File: config.mk
export PLATFORM = sky130hd
export DESIGN_NAME = w2s_fifo
export DESIGN_NICKNAME = d
export VERILOG_FILES = /design/src/rtl/core/w2s_pkg.sv /design/src/rtl/core/w2s_fifo.sv
export SDC_FILE = /design/constraint.sdc
export NUM_CORES = 1
export LEC_CHECK = 0
export ABC_AREA = 0
export BUFFER_PORTS_ARGS = -buffer_cell sky130_fd_sc_hd__clkbuf_2
export CORE_MARGIN = 1
export CORE_UTILIZATION = 25
export CTS_BUF_LIST = sky130_fd_sc_hd__clkbuf_4
export DETAILED_ROUTE_END_ITERATION = 10
export SYNTH_ARGS = -nofsm -noshare
export SYNTH_HDL_FRONTEND = slang
export SYNTH_SLANG_ARGS = --single-unit
File: constraint.sdc
create_clock -name i_clk -period 6.4 [get_ports i_clk]
set_input_delay 0.64 -clock i_clk [delete_from_list [all_inputs] [get_ports i_clk]]
set_output_delay 0.64 -clock i_clk [all_outputs]
set_load 0.005 [all_outputs]
File: src/rtl/core/w2s_pkg.sv
// ----------------------------------------------------------------------------
// w2s_pkg
// Types and constants shared by the 2x2 window sum modules.
// ----------------------------------------------------------------------------
package w2s_pkg;

    // element and result widths
    localparam int VAL_W     = 32;
    localparam int SUM_W     = 34;
    localparam int WIN_IDX_W = 10;

    // configuration port
    localparam int CFG_IDX_W  = 2;
    localparam int CFG_DATA_W = 32;
    localparam int SIZE_W     = 11;
    localparam int SIZE_RST   = 1024;

    localparam logic [CFG_IDX_W-1:0] CFG_THRESHOLD = 2'd0;
    localparam logic [CFG_IDX_W-1:0] CFG_COLS      = 2'd1;
    localparam logic [CFG_IDX_W-1:0] CFG_ROWS      = 2'd2;

    // stream payload widths
    localparam int S_TDATA_W = 32;
    localparam int M_TDATA_W = 56;

    // queue between front and back
    localparam int QDEPTH = 4;

    // one window waiting to be summed
    typedef struct packed {
        logic [VAL_W-1:0]     left_above;
        logic [VAL_W-1:0]     above;
        logic [VAL_W-1:0]     left_here;
        logic [VAL_W-1:0]     value;
        logic [WIN_IDX_W-1:0] row;
        logic [WIN_IDX_W-1:0] col;
    } t_win_entry;

    // queue status seen by both sides
    typedef struct packed {
        logic full;
        logic not_empty;
    } t_q_stat;

endpackage

File: src/rtl/core/w2s_fifo.sv
// ----------------------------------------------------------------------------
// w2s_fifo
// Short register queue that decouples window classification from summing.
// ----------------------------------------------------------------------------
module w2s_fifo
    import w2s_pkg::*;
(
    input  logic       i_clk,
    input  logic       i_rst_n,
    input  logic       i_push,
    input  t_win_entry i_push_data,
    input  logic       i_pop,
    output t_win_entry o_pop_data,
    output t_q_stat    o_stat
);

    localparam int PW = $clog2(QDEPTH);

    t_win_entry   r_buf [QDEPTH];
    logic [PW-1:0] r_wr_ptr, n_wr_ptr;
    logic [PW-1:0] r_rd_ptr, n_rd_ptr;
    logic [PW:0]   r_count, n_count;
    logic          push_ok;
    logic          pop_ok;

    assign push_ok = i_push && (r_count != (PW+1)'(QDEPTH));
    assign pop_ok  = i_pop && (r_count != '0);

    // pointer and fill count
    always_comb begin
        n_wr_ptr = push_ok ? r_wr_ptr + PW'(1) : r_wr_ptr;
        n_rd_ptr = pop_ok ? r_rd_ptr + PW'(1) : r_rd_ptr;
        n_count  = r_count;
        if (push_ok && !pop_ok) begin
            n_count = r_count + (PW+1)'(1);
        end else if (pop_ok && !push_ok) begin
            n_count = r_count - (PW+1)'(1);
        end
    end

    always_ff @(posedge i_clk) begin
        if (!i_rst_n) begin
            r_wr_ptr <= '0;
            r_rd_ptr <= '0;
            r_count  <= '0;
        end else begin
            r_wr_ptr <= n_wr_ptr;
            r_rd_ptr <= n_rd_ptr;
            r_count  <= n_count;
        end
    end

    // storage
    always_ff @(posedge i_clk) begin
        if (push_ok) begin
            r_buf[r_wr_ptr] <= i_push_data;
        end
    end

    assign o_pop_data       = r_buf[r_rd_ptr];
    assign o_stat.full      = (r_count == (PW+1)'(QDEPTH));
    assign o_stat.not_empty = (r_count != '0);

endmodule

==> results by group <==
Final layout
  – Share of cells above drive strength 1: 0.4669
  – Core Util, Final: 0.3251
  – Fillers: 8293
  – Nets: 1569
  – Cell area after layout: 28240 um^2
  – Synthesis-to-layout area growth: 28.69%

Clock network
  – Postcts setup bufs: 0
  – Skew-Pair Late Insertion Delay: around 1000 ps
  – Clock buffer count from CTS: roughly 160
  – CTS resizes: 0
  – CTS Root Cell: clkbuf_4
  – Longest Clk Path Bufs: 3
  – Worst-path clk slew: 60 ps
  – Clk sink count: 601
  – Max H-tree Level: 4
  – CTS tree: done

Timing
  – Peak Freq: 0.2616 GHz
  – Final period util: 0.5972
  – Final Max Tran Viols: 0
  – Final setup vio count: 0
  – Unrepaired setup endpoints after global routing: no
  – Max_slew headroom: 0.3022
  – Setup_tns: 0 ps
  – Clock skew: 55.49 ps
  – Final Worst Setup Slack: 2578 ps
  – Final min period: 3822 ps
  – Worst Tran Pin Value: 1047 ps
  – Hold Vio Cnt, Final: 0

Detailed routing
  – DR vias/cell: 4.089
  – DRC: 0
  – Routed len/inst: ~18 um
  – Initial DRC Count: 621
  – Antenna Violating Nets Remaining: 0
  – DR pass1 iterations: 4
  – Vias post-DR: 10980
  – Drt total wl: 47.38 mm

Worst setup path
  – Crit Path Category: flip-flop to output port
  – Critical path's top delay family: buffers and inverters
  – Worst setup EP type: output port
  – Worst EP arrival: 3180 ps
  – Worst path slowest cell: dfxtp_4
  – Max stage delay on crit path: slightly above 800 ps
  – Critical path required time: approximately 5800 ps
  – CP bufs+invs: 2
  – Setup crit start kind: flip-flop
  – Worst-path maximum fanout: 48
  – Chain of cells forming the critical path: buf_4, mux4_2, clkbuf_2

Place
  – I/O Buffers: 301
  – Post-Place Worst Slack: 3204 ps
  – Gpl congestion: 0.7174
  – Placed inst area: 24720 um^2
  – Final HPWL DP: 26.56 mm

Synth
  – Simple-Gate Fraction of Synth Area: 0.004447
  – Syn Inst Count: 821
  – XOR/XNOR Fraction of Synth Area: 0.001596
  – Synth area leader: edfxtp_1
  – Post-synthesis mux area share: 0.1532
  – Mapped Area: 21950 um^2
  – Main combinational cell family by area after synthesis: multiplexers
  – Synth Net Count: 979
  – Yosys warnings: 0
  – Area contributors post-synth: edfxtp_1, mux4_2, buf_12
  – Unique masters post-synth: 25
  – Synth Area in Adders: 0.003763
  – Synth top area share: 0.8100
  – Register area share after synthesis: 0.8182
  – Synth Area in Compound Gates: 0.001311
  – Syn_area_per_cell: 26.73 um^2
  – Number of synthesized register bits: 601

Pwr
  – VDD IR-drop max: between 0.2 and 0.3 mV
  – Pwr Density: 370.3 nW/um^2
  – LEAKAGE: 0.009568 uW

Run
  – Max-Cap Viols: 0

Floorplanning
  – Die height: 298.3 um
  – Initial Util: 0.2526
  – # IOs: 302
  – Area of the core: 86890 um^2
  – FP Rows: 108
  – Die X: 298.3 um
  – Die area: 88980 um^2

Global routing
  – Number of global-route vias before repair: between 10000 and 15000
  – Initial antenna violation count: 9
  – Largest net degree at the start of global routing: 93
  – Overall Global Routing Usage: 0.1091
  – First-pass GRT wire length: between 70 and 80 mm
  – Total grt overflow: 0

Outcome
  – Status: completed

Hold path
  – Min-delay worst type: primary input to flip-flop
==> path summary, 6_finish.rpt <==
check / slack, ps / startpoint / endpoint / cells past startpoint
worst max-delay path: 2580 / flip-flop / o_pop_data[106] / 3
worst min-delay path: 410 / i_push_data[64] / r_buf[3][64] / 2
worst max register to register: 3410 / r_count[1] / r_buf[2][40] / 4
worst min register to register: 510 / r_wr_ptr[1] / r_wr_ptr[1] / 2
==> worst reg2reg max path, delay by kind of cell, from the launching register on <==
family / cells / cell delay [ps]
buffers and inverters: 1 / 840
flip-flops: 1 / 440
AND/OR/NAND/NOR: 3 / 1170
==> through the flow <==
step / power, uW / hold slack, ps / instances
after floorplan: 6470 / 467.7 / 821
after global placement: 7239 / 480.6 / 2255
after detailed placement: 7279 / 509.2 / 2255
after CTS: 10720 / 189.1 / 2680
after global routing: 11070 / 224.8 / 2683
final: 10460 / 406.7 / 2684
==> where the power goes <==
| group | total, uW | internal [uW] | switching [uW] |
|---|---|---|---|
| clock | 3270 | 1720 | 1560 |
| sequential | 4950 | 4780 | 169 |
| combinational | 2240 | 1150 | 1080 |
| total | 10500 | 7650 | 2810 |
==> synth_stat cells (all sizes together) <==
cell / number
edfxtp: 592
mux4: 148
buf: 32
dfxtp: 9
and2: 8
ha: 5
nand2: 4
clkbuf: 3
inv: 3
mux2i: 3
xnor2: 3
nor2b: 2
or3: 2
a21boi: 1
fa: 1
nor3b: 1
o21ai: 1
o311ai: 1
o31ai: 1
xor2: 1
==> kinds of logic after synthesis <==
kind of cell | after synthesis
AOI/OAI and AO/OA | 4
xor gates and xnor gates | 4
adders and majority gates | 6
buffers and inverters | 38
DFF | 601
muxes | 151
and+or+nand+nor | 17
==> per-layer routing <==
layer	global-route usage	vias to the layer above	part of all wire
met5	0	-	0.0017
met4	0.05201	12	0.026
met3	0.04179	101	0.070
met2	0.1748	369	0.49
met1	0.1286	5640	0.41
li1	-	4854	-
==> sequential cells by signal, indices dropped and copies added (netlist names), named ones only <==
signal / cells
r_rd_ptr: 2
r_buf: 592
r_count: 3
r_wr_ptr: 2
==> cell usage in the layout, fill, tap and decap left out, types with 3 or more instances in the layout <==
cell type / instances
and2_1: 4
and2_4: 4
buf_12: 6
buf_4: 7
clkbuf_2: 301
clkbuf_4: 225
clkinv_1: 29
clkinv_2: 3
clkinv_4: 3
dfxtp_1: 7
diode_2: 4
dlygate4sd3_1: 152
edfxtp_1: 592
ha_1: 5
inv_1: 3
inv_6: 5
inv_8: 3
mux2i_1: 3
mux4_2: 148
nand2_1: 4
xnor2_1: 3
==> area by class of cell <==
| class | instances | area, um^2 | area share |
|---|---|---|---|
| repair buffers | 466 | 3201 | 0.1133 |
| multi-input cells | 182 | 3617 | 0.1281 |
| diodes | 4 | 10.01 | 0.0003544 |
| clock buffers | 225 | 1689 | 0.05980 |
| flip-flops and latches | 601 | 17960 | 0.6360 |
| inverters | 3 | 11.26 | 0.0003987 |
| clock inverters | 48 | 306.5 | 0.01085 |
| well taps | 1155 | 1445 | 0.05117 |
==> repair_timing <==
item | 4_1_cts | 5_1_grt
endpoints found under the hold margin | 601 | 0
setup endpoints to repair | 0 | 0
hold buffers | 152 | 0
Power figures use the tool's default switching activity.
